===== config.mk =====
export PLATFORM = sky130hd
export DESIGN_NAME = fbfl_shift_add_unit
export DESIGN_NICKNAME = d
export VERILOG_FILES = /design/src/design/fbfl_pkg.sv /design/src/design/fbfl_shift_add_unit.sv
export SDC_FILE = /design/constraint.sdc
export NUM_CORES = 1
export LEC_CHECK = 0
export BUFFER_PORTS_ARGS = -buffer_cell sky130_fd_sc_hd__buf_2
export CAP_MARGIN = 25
export CORE_UTILIZATION = 40
export CTS_CLUSTER_DIAMETER = 120
export CTS_CLUSTER_SIZE = 28
export DETAILED_ROUTE_END_ITERATION = 10
export GPL_TIMING_DRIVEN = 1
export PLACE_DENSITY_LB_ADDON = 0.08
export SETUP_SLACK_MARGIN = 0.2
export SYNTH_ARGS = -nofsm -noshare
export SYNTH_HDL_FRONTEND = slang
export SYNTH_SLANG_ARGS = --single-unit
export TNS_END_PERCENT = 5

===== constraint.sdc =====
create_clock -name i_clk -period 5.86 [get_ports i_clk]
set_input_delay 1.172 -clock i_clk [delete_from_list [all_inputs] [get_ports i_clk]]
set_output_delay 1.172 -clock i_clk [all_outputs]
set_load 0.03 [all_outputs]

===== src/design/fbfl_pkg.sv =====
// fbfl_pkg: shared types and constants for the fixed block free list allocator
// no dependencies; used by the allocator top level, its arithmetic unit and checker
`default_nettype none

package fbfl_pkg;

    localparam int ADDR_W    = 32;
    localparam int BSIZE_W   = 17;
    localparam int CHUNK_W   = 11;
    localparam int OP_W      = 2;
    localparam int CFG_IDX_W = 2;

    localparam logic [BSIZE_W-1:0] BS_MIN   = 17'd8;
    localparam logic [BSIZE_W-1:0] BS_MAX   = 17'd65536;
    localparam logic [BSIZE_W-1:0] BS_RESET = 17'd64;
    localparam logic [CHUNK_W-1:0] CHUNK_RESET = 11'd64;

    typedef enum logic [OP_W-1:0] {
        OP_ALLOC   = 2'd0,
        OP_FREE    = 2'd1,
        OP_RELEASE = 2'd2
    } t_op;

    typedef enum logic [CFG_IDX_W-1:0] {
        CFG_BASE_ADDRESS  = 2'd0,
        CFG_BLOCK_SIZE    = 2'd1,
        CFG_CHUNK_ENTRIES = 2'd2
    } t_cfg_reg;

    typedef enum logic {
        AU_MUL = 1'b0,
        AU_DIV = 1'b1
    } t_au_mode;

    typedef struct packed {
        logic     start;
        t_au_mode mode;
    } t_au_cmd;

endpackage

`default_nettype wire


===== src/design/fbfl_shift_add_unit.sv =====
// fbfl_shift_add_unit: shared one-bit-per-cycle multiply (shift-add) and
// restoring divide (shift-subtract) unit; depends on fbfl_pkg
`default_nettype none

module fbfl_shift_add_unit #(
    parameter int IW = 11
) (
    input  wire logic                               i_clk,
    input  wire logic                               i_rst_n,
    input  wire fbfl_pkg::t_au_cmd                  i_cmd,
    input  wire logic [IW-1:0]                      i_bits,
    input  wire logic [fbfl_pkg::ADDR_W-1:0]        i_acc,
    input  wire logic [fbfl_pkg::BSIZE_W-1:0]       i_divisor,
    output logic                                    o_done,
    output logic      [fbfl_pkg::ADDR_W-1:0]        o_acc,
    output logic      [IW-1:0]                      o_bits
);

    localparam int AW = fbfl_pkg::ADDR_W;
    localparam int CW = (IW > 1) ? $clog2(IW) : 1;

    logic                          r_busy;
    logic                          r_done;
    fbfl_pkg::t_au_mode            r_mode;
    logic [CW-1:0]                 r_cnt;
    logic [AW-1:0]                 r_acc;
    logic [IW-1:0]                 r_bits;
    logic [fbfl_pkg::BSIZE_W-1:0]  r_div;

    logic          is_div;
    logic          in_bit;
    logic [AW-1:0] sh;
    logic [AW-1:0] addend;
    logic [AW:0]   sum;
    logic          carry;
    logic [AW-1:0] n_acc;
    logic [IW-1:0] n_bits;

    always_comb begin
        is_div = (r_mode == fbfl_pkg::AU_DIV);
        in_bit = r_bits[IW-1];
        sh     = {r_acc[AW-2:0], is_div & in_bit};
        if (is_div) begin
            addend = ~AW'(r_div);
        end else if (in_bit) begin
            addend = AW'(r_div);
        end else begin
            addend = '0;
        end
        sum    = {1'b0, sh} + {1'b0, addend} + (AW+1)'(is_div);
        carry  = sum[AW];
        n_acc  = (is_div && !carry) ? sh : sum[AW-1:0];
        n_bits = {r_bits[IW-2:0], is_div & carry};
    end

    always_ff @(posedge i_clk) begin
        if (!i_rst_n) begin
            r_busy <= 1'b0;
            r_done <= 1'b0;
            r_cnt  <= '0;
        end else begin
            r_done <= 1'b0;
            if (i_cmd.start) begin
                r_busy <= 1'b1;
                r_cnt  <= '0;
                r_mode <= i_cmd.mode;
                r_acc  <= i_acc;
                r_bits <= i_bits;
                r_div  <= i_divisor;
            end else if (r_busy) begin
                r_acc  <= n_acc;
                r_bits <= n_bits;
                if (r_cnt == CW'(IW - 1)) begin
                    r_busy <= 1'b0;
                    r_done <= 1'b1;
                end else begin
                    r_cnt <= r_cnt + CW'(1);
                end
            end
        end
    end

    assign o_done = r_done;
    assign o_acc  = r_acc;
    assign o_bits = r_bits;

endmodule

`default_nettype wire


-- Word-level counts from Yosys, hierarchy flattened
Cells that the tools add are included.
- output and inout bits: 44
- register bits: 67
- word-level logic and storage cells: 36
- equality and inequality tests: 1
- bitwise operators: 6
- reduce and logical (&&, ||, !) cells: 8
- muxes and demuxes: 11
- add/subtract/negate cells: 3
- operator list (kind ; count):
    $mux 32 ; 4
    $add 32x32->33 ; 1
    $add 33x1->33 ; 1
    $not 17->32 ; 1
    $mux 11 ; 2
    $mux 17 ; 1
    $reduce_and 2->1 ; 3
    $add 4x1->4 const B ; 1
    $eq 4x4->1 const B ; 1
    $mux 1 ; 4
    $not 1->1 ; 3
    $reduce_or 3->1 ; 1
    $and 1x1->1 ; 2
    $reduce_bool 2->1 ; 1
    $reduce_or 2->1 ; 1
    $logic_and 1x1->1 ; 1
    $logic_not 1->1 ; 1

-- Longest topological paths before layout
Gate-level depths: netlist (run 1).
- depth after elaboration: 9
- gate-level depth with buffers: 17
- gate-level depth less buffers: 14

-- Worst setup path after synthesis (run 1)
No wires, ideal clock.
- kind: register to register
- from: register r_mode, in the netlist is_div
- to: register r_acc[15], in the netlist o_acc[15] (data pin)
- data arrival time: 3.938 ns
- slack: 1.661 ns
- data required time: 5.599 ns
- period minus slack after synthesis: 4.199 ns
- path buffers: 3
- cell stages (with the launch flop): 17
- library setup time: 0.261 ns
- path through: edfxtp_1 -> nor2b_1 -> clkbuf_1 -> clkbuf_1 -> mux2i_1 -> fa_1 -> inv_1 -> fa_1 -> a211oi_1 -> nor2_1 -> a211oi_1 -> a211oi_2 -> o41ai_2 -> o311a_1 -> nor2_1 -> buf_2 -> a221o_1
- cells in the longest elaborated chain, start to end: 8
- elaborated cells on any way between the ends: 9
- classes of those cells: 2 x add/sub; 4 x mux; 1 x bitwise; 2 x reduce/logical
- ends and longest elaborated chain (what ; line ; text):
    start, declared ; fbfl_shift_add_unit.sv:24 ; fbfl_pkg::t_au_mode r_mode;
    start signal, assigned ; fbfl_shift_add_unit.sv:66 ; r_mode <= i_cmd.mode;
    $and 1x1->1 / $mux 32 (equally long branches) ; fbfl_shift_add_unit.sv:42, fbfl_shift_add_unit.sv:43 ;
    $add 32x32->33 ; fbfl_shift_add_unit.sv:50 ; sum = {1'b0, sh} + {1'b0, addend} + (AW+1)'(is_div);
    $add 33x1->33 ; fbfl_shift_add_unit.sv:50 ;
    $logic_not 1->1 ; fbfl_shift_add_unit.sv:52 ; n_acc = (is_div && !carry) ? sh : sum[AW-1:0];
    $logic_and 1x1->1 ; fbfl_shift_add_unit.sv:52 ;
    $mux 32 (*) ; fbfl_shift_add_unit.sv:52 ;
    $mux 32 (*) ; fbfl_shift_add_unit.sv:70 ; end else if (r_busy) begin
    $mux 32 (*) ; fbfl_shift_add_unit.sv:63 ; if (i_cmd.start) begin
    end signal, assigned ; fbfl_shift_add_unit.sv:67 ; r_acc <= i_acc;
    end signal, assigned ; fbfl_shift_add_unit.sv:71 ; r_acc <= n_acc;
    end, declared ; fbfl_shift_add_unit.sv:26 ; logic [AW-1:0] r_acc;
Mark *: on every way between the ends. The rest lies on a longest branch, timed or not. The select of a mux whose other input is x is not followed.
A chain may end at the register's enable or synchronous reset.

-- Worst setup path in the final report (run 1)
- from: register r_bits[10], in the netlist o_bits[10]
- to: register r_acc[13], in the netlist o_acc[13] (data pin)
- cells in the longest elaborated chain, start to end: 9
- elaborated cells on any way between the ends: 10
- classes of those cells: 2 x add/sub; 5 x mux; 1 x bitwise; 2 x reduce/logical
- ends and longest elaborated chain (what ; line ; text):
    start, declared ; fbfl_shift_add_unit.sv:27 ; logic [IW-1:0] r_bits;
    start signal, assigned ; fbfl_shift_add_unit.sv:68 ; r_bits <= i_bits;
    start signal, assigned ; fbfl_shift_add_unit.sv:72 ; r_bits <= n_bits;
    $mux 17 ; fbfl_shift_add_unit.sv:45 ; end else if (in_bit) begin
    $mux 32 ; fbfl_shift_add_unit.sv:43 ; if (is_div) begin
    $add 32x32->33 (*) ; fbfl_shift_add_unit.sv:50 ;
    $add 33x1->33 (*) ; fbfl_shift_add_unit.sv:50 ;
    $logic_not 1->1 ; fbfl_shift_add_unit.sv:52 ;
    $logic_and 1x1->1 ; fbfl_shift_add_unit.sv:52 ;
    $mux 32 (*) ; fbfl_shift_add_unit.sv:52 ;
    $mux 32 (*) ; fbfl_shift_add_unit.sv:70 ;
    $mux 32 (*) ; fbfl_shift_add_unit.sv:63 ;
Marks and branches as above.

==> results of run 1 <==
[report_power, final]
part | internal [mW] | switching, mW | total, mW
combinational | 0.224 | 0.335 | 0.559
clock | 0.428 | 0.215 | 0.643
sequential | 0.576 | 0.0287 | 0.605
total | 1.23 | 0.580 | 1.81
[routing by layer]
metal	routed length, um	up-vias
met2	5520	95
met1	5910	1956
met5	0	-
met3	445	14
met4	229	0
li1	-	2048
[logic make-up after synthesis]
group	after synthesis
AND/OR/NAND/NOR	160
AO/OA/AOI/OAI	155
flip-flops	67
adder cells (fa/ha/maj)	35
buffers and inverters	32
XOR/XNOR	26
multiplexers	14
[per-stage QoR]
stage               cell area (um^2)  std cells
finish                          5720        737
global route                    5720        737
CTS                             5720        736
detailed placement              5360        720
global placement                5340        719
floorplan                       4710        489
[cell usage after synthesis, types with 3 or more instances]
library cell / n
buf_2: 3
o21ai_0: 41
nor2b_1: 3
o31ai_1: 3
a21o_1: 8
nand4_1: 6
a31oi_1: 12
a221o_1: 10
nand2_1: 68
and2_1: 6
clkbuf_1: 18
nand3_1: 10
ha_1: 33
a211oi_1: 7
o211ai_1: 5
nand2b_1: 3
xnor2_1: 17
edfxtp_1: 61
dfxtp_1: 6
xor2_1: 9
o21a_1: 12
inv_1: 7
and3_1: 12
a21oi_1: 34
nor2_1: 37
mux2_2: 12
nor3_1: 6
[tightest hold or removal path, stage by stage, from the launching register on]
cell	delay [ns]
dfxtp_1	0.33
inv_1	0.06
nor3_1	0.04
[worst max-delay path by stage]
stage,from,end,slack [ns]
global placement,o_bits[10],o_acc[6],1.20
CTS,o_bits[10],o_acc[6],0.98
detailed placement,o_bits[10],o_acc[6],1.03
global route,o_bits[10],o_acc[13],0.71
finish,o_bits[10],o_acc[13],1.09
floorplan,is_div,o_acc[15],1.66
[state kept, by name (all words and copies together), names as in the netlist]
signal,cells
o_bits,11
o_acc,32
o_done,1
r_busy,1
is_div,1
r_div,17
r_cnt,4
[final cells by class]
cell class,count,share of cell area (%)
multi-input cells,390,45.7
flip-flops and latches,67,34.1
repair buffers,113,10.4
clock buffers,10,4.18
well taps,143,3.13
clock inverters,6,1.97
inverters,8,0.525
==> impl_summary.md, run 1 <==
Route
After detailed routing, the number of remaining DRC violations is 0. After the first detailed-routing iteration, the DRC count stood at 232. In this run the remaining antenna-violating nets after routing total 0. After detailed routing, the number of vias per cell comes to 5.58. The average detailed-routed wire length per instance is between 15 and 20 um. The final routed wirelength across all metal layers is 12100 um. Before antenna repair, the detailed router went through 4 iterations. The routed via count is 4113.

Yosys
The count of yosys warnings during synthesis is 0. Of the total synthesized cell area, the portion taken by XOR and XNOR cells is 4.84%. Among all flip-flop cells after synthesis, the most frequent one is edfxtp_1. The net count after synthesis is 588. After synthesis, the netlist uses 58 different library cells. The average instance area after synthesis is 9.63 um^2. The fraction of post-synthesis cell area in the top cell type by area is 38.9%. The adder and majority gate portion of the synthesized area is under 10%. The synthesized design contains 61 enable-type register cells. Yosys attributes the largest share of cell area to edfxtp_1 (39%), ha_1 (8.8%), nand2_1 (5.4%), o21ai_0 (4.4%), a21oi_1 (3.6%). Synthesis produced about 500 cells.

Counting flops and latches in the post-synthesis netlist gives 67. Summing the sequential cell areas from Yosys gives 41.5% of the chip area. The mux share of post-synthesis cell area is under 10%.

The simple-gate area share of the yosys netlist is around 16%. Summing the areas of all compound-gate instances in the mapped netlist gives 22.2% of the synthesized area. After synthesis, the share of flip-flops with an asynchronous set or reset is 0%. By area, the combinational part of the netlist is dominated by compound AO/OA/AOI/OAI gates. The cell taking the most area after synthesis is edfxtp_1. Summing every instance area after synthesis gives about 0.0047 mm^2.

Setup path
The family of cells with the greatest summed delay on the critical path is compound AO/OA/AOI/OAI gates. The critical setup path kind is flop to flop. The register-to-register setup slack is 1.09 ns. The sum of buffers and inverters on the critical path is 1. The delay contributed by the slowest stage of the critical path is roughly 0.78 ns. Traced cell by cell, the critical path runs through nor2b_1 -> nand2_1 -> o21ai_0 -> ha_1 -> a211oi_1 -> nor2_1 -> a211oi_1 -> a211oi_2 -> o41ai_2 -> o311a_1 -> buf_4 -> o21ai_0 -> mux2_2. Along the worst path, the maximum fanout reaches 39.

The largest individual stage delay along the critical path comes from the cell nor2b_1. At the worst endpoint, the arrival time is 4.87 ns. The endpoint of the worst-slack reg-to-reg timing path is o_acc[13]. The total number of cells along the worst setup path is 13. The worst flop-to-flop path startpoint is o_bits[10]. The worst setup path is captured at a flop. The worst reg2reg path depth is 13. STA puts the critical path data required time at about 6.0 ns. The worst setup path is launched from a flop.

Timing
The number of max-slew violations in the final report came to 0. At the pin with the least slew margin, the transition time is between 0.9 and 1 ns. The final period demand of the worst path is 4.77 ns. The part of the cycle the worst path needs is 81.4%. The count of final setup violators is 0. The final hold violation count came to 0. The worst pin sits at a relative slew slack of 37.1%.

Based on the critical path, the design can be clocked at up to 210 MHz. The accumulated negative setup slack is 0 ns. Final hold analysis gives a worst-case slack of between 0.4 and 0.5 ns.

Setup repair after global routing left no endpoint under its margin. For the final database, setup skew stands at 0.00573 ns. The final critical-path setup slack is about 1.1 ns.

CTS
The number of CTS-inserted buffers is 9. Buffers added to address setup during post-CTS repair amount to 0. The buffer depth of the longest clock path is 2. In this run, post-CTS repair resized a total of 0 instances. Counting every sink on the clock net gives 67. The later-pin clock latency in the skew report is 0.34 ns.

Buffers inserted to repair hold after CTS numbered 0. The post-CTS clock slew at the launch and capture registers of the worst setup and hold paths is 0.06 ns. The number of levels in the clock H-tree is 3. The buffer cell driving the clock tree root is clkbuf_16. TritonCTS built the clock tree.

Placed design
At the placement stage, the worst setup path has a slack of approximately 1.0 ns. The sum of net half-perimeters after detailed placement is ~8900 um. The count of input and output buffers is 107.

At the end of routability-driven placement, the weighted congestion stood at 0.839.

Power and ir drop
In this run the static leakage power is between 2 and 2.5 nW. Summing internal, switching and leakage power gives 1.81 mW. The worst-case IR drop observed on VDD is roughly 0.20 mV. The total power density per cell area is 316 mW/mm^2.

Die
The I/O pin count is roughly 110. The standard cell core area is 0.0115 mm^2. From left edge to right edge, the die measures 110 um.

For this configuration, the core starts out at a cell density of 41.0%. The die height is 110 um. The floorplan has 39 rows.

The die covers about 0.012 mm^2.

Layout
Once layout is complete, the utilization of the core stands at 49.9%. The layout overhead on the synthesized area is 21.6%. The repair_antennas step left the layout with diodes totalling 0. The fraction of layout instances using a drive strength above 1 is roughly 26%.

The register cell area after layout is about 0.0020 mm^2. The number of fill cells in the layout is approximately 1100. The final-stage net count is slightly below 700. The top cell types in the final layout, fill and taps aside, are buf_2 (107), nand2_1 (68), edfxtp_1 (61). The area occupied by multi-input gates is 0.00262 mm^2. The most frequent standard cell in the layout excluding fill and tap cells is buf_2.

Hold path
In this run the most critical hold path is launched from r_busy. The worst hold path stage count is 2. The end point of the worst hold path is o_done. The path class of the tightest hold or removal check is flop to flop.

Global routing
The total congestion overflow is 0. The wire length of the first global-routing pass is 19400 um. met2 is the most crowded layer. Global routing used about a third of the available met2 tracks. In the global route stage, met1 resource usage came out at 27.3%.

The initial antenna violation count is 0. For this run, the total global-route usage over all layers was measured as slightly above 20%. The met3 global-route usage is 3.24%. Entering global routing, the biggest net connects 40 pins. The number of global-route vias before repair came to 3871.

Outcome
The flow ran to the end, and the final reports show no timing, DRC or antenna violations.

Run
The tool flagged a number of max-cap violations equal to 0.
(Power assumes the default switching activity.)
==> run 2: changes to the inputs <==
==> constraint.sdc (replaced) <==
create_clock -name i_clk -period 4.5 [get_ports i_clk]
set_input_delay 0.9 -clock i_clk [delete_from_list [all_inputs] [get_ports i_clk]]
set_output_delay 0.9 -clock i_clk [all_outputs]
set_load 0.03 [all_outputs]
==> run 2 against run 1 <==
Compared with the run above:
- fmax is 17% higher
- core utilization grew 0.24 points
- critical path depth down 1
- register-to-register slack worse by 0.67 ns
- combinational power rose by 31%
- global-route usage shrank 0.38 points
- clock power rose by 29%
- sequential power rose by 30%
==> impl_summary.md, run 2 (synthesized netlist as in run 1, its figures left out) <==
Global routing
The total congestion overflow is 0 (unchanged). The global-route total usage across every layer is 19.8% (-0.38 points). The number of global-route vias before repair is 3762 (-2.8%). The maximum number of pins on one net before global-route repair came to 40 (unchanged). The initial antenna violation count was 0 (unchanged). The wire length of the first global-routing pass is 19100 um (-1.4%).

Route
The number of nets still failing antenna checks after routing is 0 (unchanged). The starting DRC count in detailed routing is 194 (-16%). The first-pass detailed-route iteration total was 4 (unchanged). The final routed wirelength across all metal layers is 12000 um (-0.75%). The average via count per standard cell is 5.43 (-2.6%). The average detailed-routed wire length per instance is 16.2 um (-1.2%). The remaining design rule violation count is 0 (unchanged). The routed via count was 4021 (-2.2%).

Timing
The final period demand of the worst path is 4.09 ns (-0.686 ns). The final hold violation count was 0 (unchanged). The part of the cycle the worst path needs came to 90.8% (+9.4 points). The maximum clock skew at final layout is 0.00942 ns (+0.00370 ns).

The count of final setup violators is 0 (unchanged). The number of max-slew violations in the final report is 0 (unchanged). The maximum clock frequency is 245 MHz (+17%).

Setup repair after global routing could not meet its margin everywhere. The final critical-path setup slack was 0.413 ns (-0.674 ns). The accumulated negative setup slack was 0 ns (unchanged). The headroom to the max-slew limit is 51.6% (+15 points). The actual slew at the worst max-slew pin is 0.726 ns (-0.216 ns).

Layout
The fraction of layout instances using a drive strength above 1 is 26.6% (+0.88 points). The library cell used most frequently in the layout, excluding fill and tap cells, is buf_2. Relative to the synthesized area, the layout overhead comes to 22.2%.

The final-stage net count was 691 (+0.44%). The number of flip-flops in the largest register was 32 (unchanged). The number of fill cells in the layout is 1068 (-0.84%). Leaving out fill and tap cells, the most frequent cells in the layout are buf_2 (107), nand2_1 (67), edfxtp_1 (61). The count of inserted antenna diode cells is 0 (unchanged).

Hold path
The path with the worst hold slack has its endpoint at o_done. The startpoint identified for the worst hold timing path is r_busy. The worst hold path stage count is 2 (unchanged).

The worst hold path belongs to the class flop to flop.

Placed design
The worst setup timing slack at the placement stage was 0.259 ns (-0.772 ns). The sum of net half-perimeters after detailed placement came to 8940 um (+0.37%). The placer's final routability congestion estimate came to 0.847 (+0.92%). The count of input and output buffers was 107 (unchanged).

Setup path
The critical setup path kind is flop to flop. The slowest stage cell on the critical path is o41ai_2. The critical path arrival is 4.18 ns (-0.69 ns).

The capturing element type of the critical path is a flop. The maximum net fanout on the critical path is 39 (unchanged). The endpoint identified for the worst register-to-register timing path is o_acc[13].

The worst setup path is launched from a flop. The register-to-register setup slack was 0.41 ns (-0.67 ns). The data required time at the worst endpoint is 4.59 ns (-1.36 ns). The worst reg2reg path depth is 12 (-1). The startpoint identified for the worst register-to-register timing path is is_div.

Among the stages of the critical path, the cell type that occurs most often is o21ai_0. The critical path goes through clkinvlp_4 -> o21ai_0 -> ha_1 -> a211o_1 -> o211a_1 -> a221oi_2 -> a211oi_2 -> o41ai_2 -> o311a_1 -> buf_6 -> o21ai_0 -> mux2_2. The delay contributed by the slowest stage of the critical path was 0.46 ns (-0.32 ns).

CTS
The post-CTS repair timing setup buffer count is 0 (unchanged). The post-CTS clock slew at the launch and capture registers of the worst setup and hold paths is 0.06 ns (about the same). The number of CTS-inserted buffers is 9 (unchanged). The number of levels in the clock H-tree was 3 (unchanged). The clock tree from TritonCTS is built.

The count of hold-fix buffers inserted at cts was 0 (unchanged). The later-pin clock latency in the skew report was 0.34 ns (about the same). The clock net sink count is 67 (unchanged).

CTS placed an instance of clkbuf_16 at the clock tree root. The count of instances resized after the clock tree is built is 0 (unchanged). The buffer depth of the longest clock path is 2 (unchanged).

Die
The standard cell core area came to 0.0115 mm^2 (unchanged). The die height came to 110 um (unchanged). The area of the die is 0.0122 mm^2 (unchanged).

The I/O pin count is 108 (unchanged). The standard-cell row count is 39 (unchanged). The width of the die is 110 um (unchanged). The starting utilization of the core area is 41.0% (unchanged).

Power and ir drop
The maximum VDD drop came to 0.225 mV (+15%). The total power density per cell area is 409 mW/mm^2 (+29%). The leakage power is 2.41 nW (+0.40%).

The sum of internal, switching and leakage power was 2.35 mW (+30%).

Run
The count of max-cap constraint violations is 0 (unchanged).

Outcome
The run finished with clean final reports.
-- run 2: layout make-up --
cell class              instances  area [um^2]  area share (%)
clock buffers                  10          239            4.16
flip-flops and latches         67         1950            33.9
repair buffers                116          611            10.6
multi-input cells             390         2630            45.6
clock inverters                 6          111            1.94
well taps                     143          179            3.11
inverters                       8         33.8           0.587
-- run 2: power by group --
| group | switching [mW] | internal (mW) | total [mW] |
|---|---|---|---|
| combinational | 0.435 | 0.295 | 0.730 |
| clock | 0.275 | 0.557 | 0.832 |
| sequential | 0.0388 | 0.751 | 0.789 |
-- run 2: critical path, delay by kind of cell (launching register included) --
kind | cells | cell delay (ns)
fa+ha+maj | 1 | 0.38
compound gates | 8 | 2.16
mux | 1 | 0.26
buf+inv | 2 | 0.58
flops | 1 | 0.43
-- run 2: metal layers --
layer / GRT usage, % / vias to the layer above / wire, um
li1: - / 2047 / -
met1: 27.3 / 1864 / 5800
met2: 31.1 / 96 / 5500
met3: 3.46 / 14 / 537
met4: 6.93 / 0 / 177
met5: 0 / - / 0
-- run 2: worst max-delay path by stage --
| stage | from | end | slack, ns |
|---|---|---|---|
| 2_1_floorplan | is_div | o_acc[22] | 0.30 |
| 3_3_place_gp | is_div | o_acc[6] | 0.36 |
| 3_5_place_dp | is_div | o_acc[13] | 0.26 |
| 4_1_cts | is_div | o_acc[13] | 0.24 |
| 5_1_grt | o_bits[10] | o_acc[13] | 0.14 |
| 6_report | is_div | o_acc[13] | 0.41 |
-- run 2: metrics by stage --
stage / cells / hold slack, ns / utilization [%] / area, um^2
global route: 740 / 0.486 / 50.1 / 5750
finish: 740 / 0.471 / 50.1 / 5750
CTS: 740 / 0.470 / 50.0 / 5740
floorplan: 489 / 0.437 / - / 4710
global placement: 723 / 0.462 / 46.9 / 5370
detailed placement: 724 / 0.467 / 47.0 / 5390
==> run 3: changes to the inputs <==
--- a/config.mk
+++ b/config.mk
@@ -7,6 +7,7 @@
 export LEC_CHECK = 0
 export BUFFER_PORTS_ARGS = -buffer_cell sky130_fd_sc_hd__buf_2
 export CAP_MARGIN = 25
+export CORE_MARGIN = 4
 export CORE_UTILIZATION = 40
 export CTS_CLUSTER_DIAMETER = 120
 export CTS_CLUSTER_SIZE = 28
==> run 3 against run 2 <==
Compared with the run above:
- hold slack improved by 0.00072 ns
- final area shrank 0.96%
- first-iteration DRC count up 20%
- largest power group is now sequential cells
- total power down 6.3%
- global-route usage shrank 1.1 points
- highest routed layer unchanged
- combinational power is 1% higher
- die area increased by 11%
- count of clock-buffer cells in the layout unchanged
- critical path type unchanged
==> impl_summary.md, run 3 (synthesized netlist as in run 1, its figures left out) <==
Timing
The number of max-slew violations in the final report is 0 (unchanged). The maximum clock frequency was 247 MHz (+0.80%). The final period demand of the worst path is 4.05 ns (-0.0326 ns). The count of final setup violators is 0 (unchanged). The headroom to the max-slew limit is 40.6% (-11 points). The final hold violation count is 0 (unchanged). The maximum clock skew at final layout was 0.00755 ns (-0.00187 ns). Setup repair after global routing could not meet its margin everywhere. The actual slew at the worst max-slew pin is 0.890 ns (+0.164 ns).

The part of the cycle the worst path needs is 90.1% (-0.72 points). The accumulated negative setup slack is 0 ns (unchanged).

Layout
The register cell area after layout is 0.00195 mm^2 (unchanged). From synthesis to final layout, the design area changed by 21.0%. The count of inserted antenna diode cells is 0 (unchanged). The area of all placed cells without fillers is 0.00570 mm^2 (-0.96%).

The library cells used most frequently in the layout, excluding fill and tap cells, are buf_2 (107), nand2_1 (67), edfxtp_1 (61). The number of fill cells in the layout is 1082 (+1.3%). The final core utilization came to 49.7% (-0.48 points). The fraction of layout instances using a drive strength above 1 was 26.6% (-0.045 points). The number of flip-flops in the largest register came to 32 (unchanged).

The most frequent standard cell in the layout excluding fill and tap cells is buf_2. The final-stage net count is 692 (+0.14%). The area occupied by multi-input gates came to 0.00263 mm^2 (unchanged).

Route
The first-pass detailed-route iteration total is 5 (+1). The number of nets still failing antenna checks after routing was 0 (unchanged). The routed via count is 4105 (+2.1%).

The final routed wirelength across all metal layers is 12600 um (+5.1%). The average detailed-routed wire length per instance was 17.0 um (+5.0%). The average via count per standard cell is 5.54 (+2.0%).

The starting DRC count in detailed routing was 232 (+20%). The remaining design rule violation count is 0 (unchanged).

Power and ir drop
The leakage power is 2.39 nW (-0.84%). The total power density per cell area was 387 mW/mm^2 (-5.4%). The maximum VDD drop is 0.157 mV (-30%).

Setup path
Walking the worst path, the cells encountered are nor2b_1 -> mux2i_1 -> fa_1 -> inv_1 -> fa_1 -> a211oi_1 -> nor2_1 -> a211oi_2 -> a211oi_2 -> o41ai_2 -> o311a_1 -> buf_6 -> o21ai_0 -> mux2_2. The critical path arrival is 4.14 ns (-0.04 ns). The data required time at the worst endpoint came to 4.59 ns (about the same). The critical path in this run is classified as flop to flop. The sum of buffers and inverters on the critical path is 2 (unchanged). For this design, the slowest cell found on the critical path is edfxtp_1. The maximum net fanout on the critical path is 39 (unchanged). The delay contributed by the slowest stage of the critical path came to 0.45 ns (about the same). The worst setup path is captured at a flop. The startpoint type of the worst setup path is a flop.

The family of cells with the greatest summed delay on the critical path is compound AO/OA/AOI/OAI gates.

Global routing
The total congestion overflow is 0 (unchanged). The initial antenna violation count is 0 (unchanged). The global-route total usage across every layer is 18.7% (-1.1 points). The wire length of the first global-routing pass is 19800 um (+3.6%). The maximum number of pins on one net before global-route repair came to 40 (unchanged).

The number of global-route vias before repair is 3940 (+4.7%).

Placed design
The count of input and output buffers is 107 (unchanged). The placer's final routability congestion estimate was 0.856 (+1.0%). The post-place instance area came to 0.00539 mm^2 (+0.16%).

The sum of net half-perimeters after detailed placement is 9290 um (+3.9%).

CTS
The count of instances resized after the clock tree is built was 0 (unchanged). The buffer depth of the longest clock path came to 2 (unchanged). The count of hold-fix buffers inserted at cts is 0 (unchanged).

The clock tree from TritonCTS is built. The clock net sink count was 67 (unchanged). The post-CTS clock slew at the launch and capture registers of the worst setup and hold paths was 0.06 ns (about the same). The post-CTS repair timing setup buffer count is 0 (unchanged).

The number of CTS-inserted buffers is 9 (unchanged). The number of levels in the clock H-tree is 3 (unchanged). Clock tree synthesis selected as its root buffer the cell clkbuf_16.

The later-pin clock latency in the skew report is 0.34 ns (about the same).

Hold path
The kind of path behind the tightest hold check is flop to flop.

Die
The die height is 116 um (+5.4%). The standard-cell row count is 39 (unchanged). The I/O pin count is 108 (unchanged). The standard cell core area is 0.0115 mm^2 (unchanged). The starting utilization of the core area came to 41.0% (unchanged). The width of the die is 116 um (+5.4%). The area of the die came to 0.0136 mm^2 (+11%).

Outcome
The flow ran to the end, and the final reports show no timing, DRC or antenna violations.

Run
The count of max-cap constraint violations came to 0 (unchanged).
run 3: cell types whose count changed in the layout (fill, tap and decap cells not counted), sizes merged:
cell / delta
bufinv: -3
clkinv: +4
buf: +1
clkinvlp: -1
run 3: worst min-delay path, cell delays in order (launching register included):
cell and delay [ns]:
dfxtp_1 0.33, inv_1 0.06, nor3_1 0.04
run 3: layer usage:
layer,global-route usage [%],vias up,wire length (um)
li1,-,2059,-
met1,25.8,1924,5950
met2,29.9,104,5870
met3,3.01,18,629
met4,6.19,0,180
met5,0,-,0
run 3: final cells by class:
type / count / share of cell area, %
inverter: 8 / 0.527
tap: 143 / 3.14
clock buffer: 10 / 4.20
timing repair buffer: 117 / 11.1
sequential: 67 / 34.3
clock inverter: 6 / 0.703
multi-input combinational: 390 / 46.1
run 3: worst paths after layout:
path	start	to	slack [ns]	depth (start not counted)
setup / recovery	o_bits[10]	o_acc[13]	0.45	14
hold / removal	r_busy	o_done	0.47	2
hold reg to reg	r_busy	o_done	0.47	2
setup reg to reg	o_bits[10]	o_acc[13]	0.45	14
run 3: through the flow:
stage | hold WS (ns) | worst slack, ns | cells | total power [mW]
after floorplan | 0.437 | 0.301 | 489 | 1.34
after global placement | 0.464 | 0.405 | 723 | 1.52
after detailed placement | 0.464 | 0.251 | 724 | 1.53
after CTS | 0.472 | 0.221 | 740 | 2.21
after global routing | 0.498 | 0.190 | 741 | 2.32
final | 0.472 | 0.446 | 741 | 2.20
run 3: power breakdown:
part	leakage [nW]	total (mW)	internal (mW)	switching, mW
Combinational	1.62	0.739	0.298	0.441
Sequential	0.628	0.789	0.750	0.0390
Clock	0.139	0.674	0.388	0.286
Total	2.39	2.20	1.44	0.766
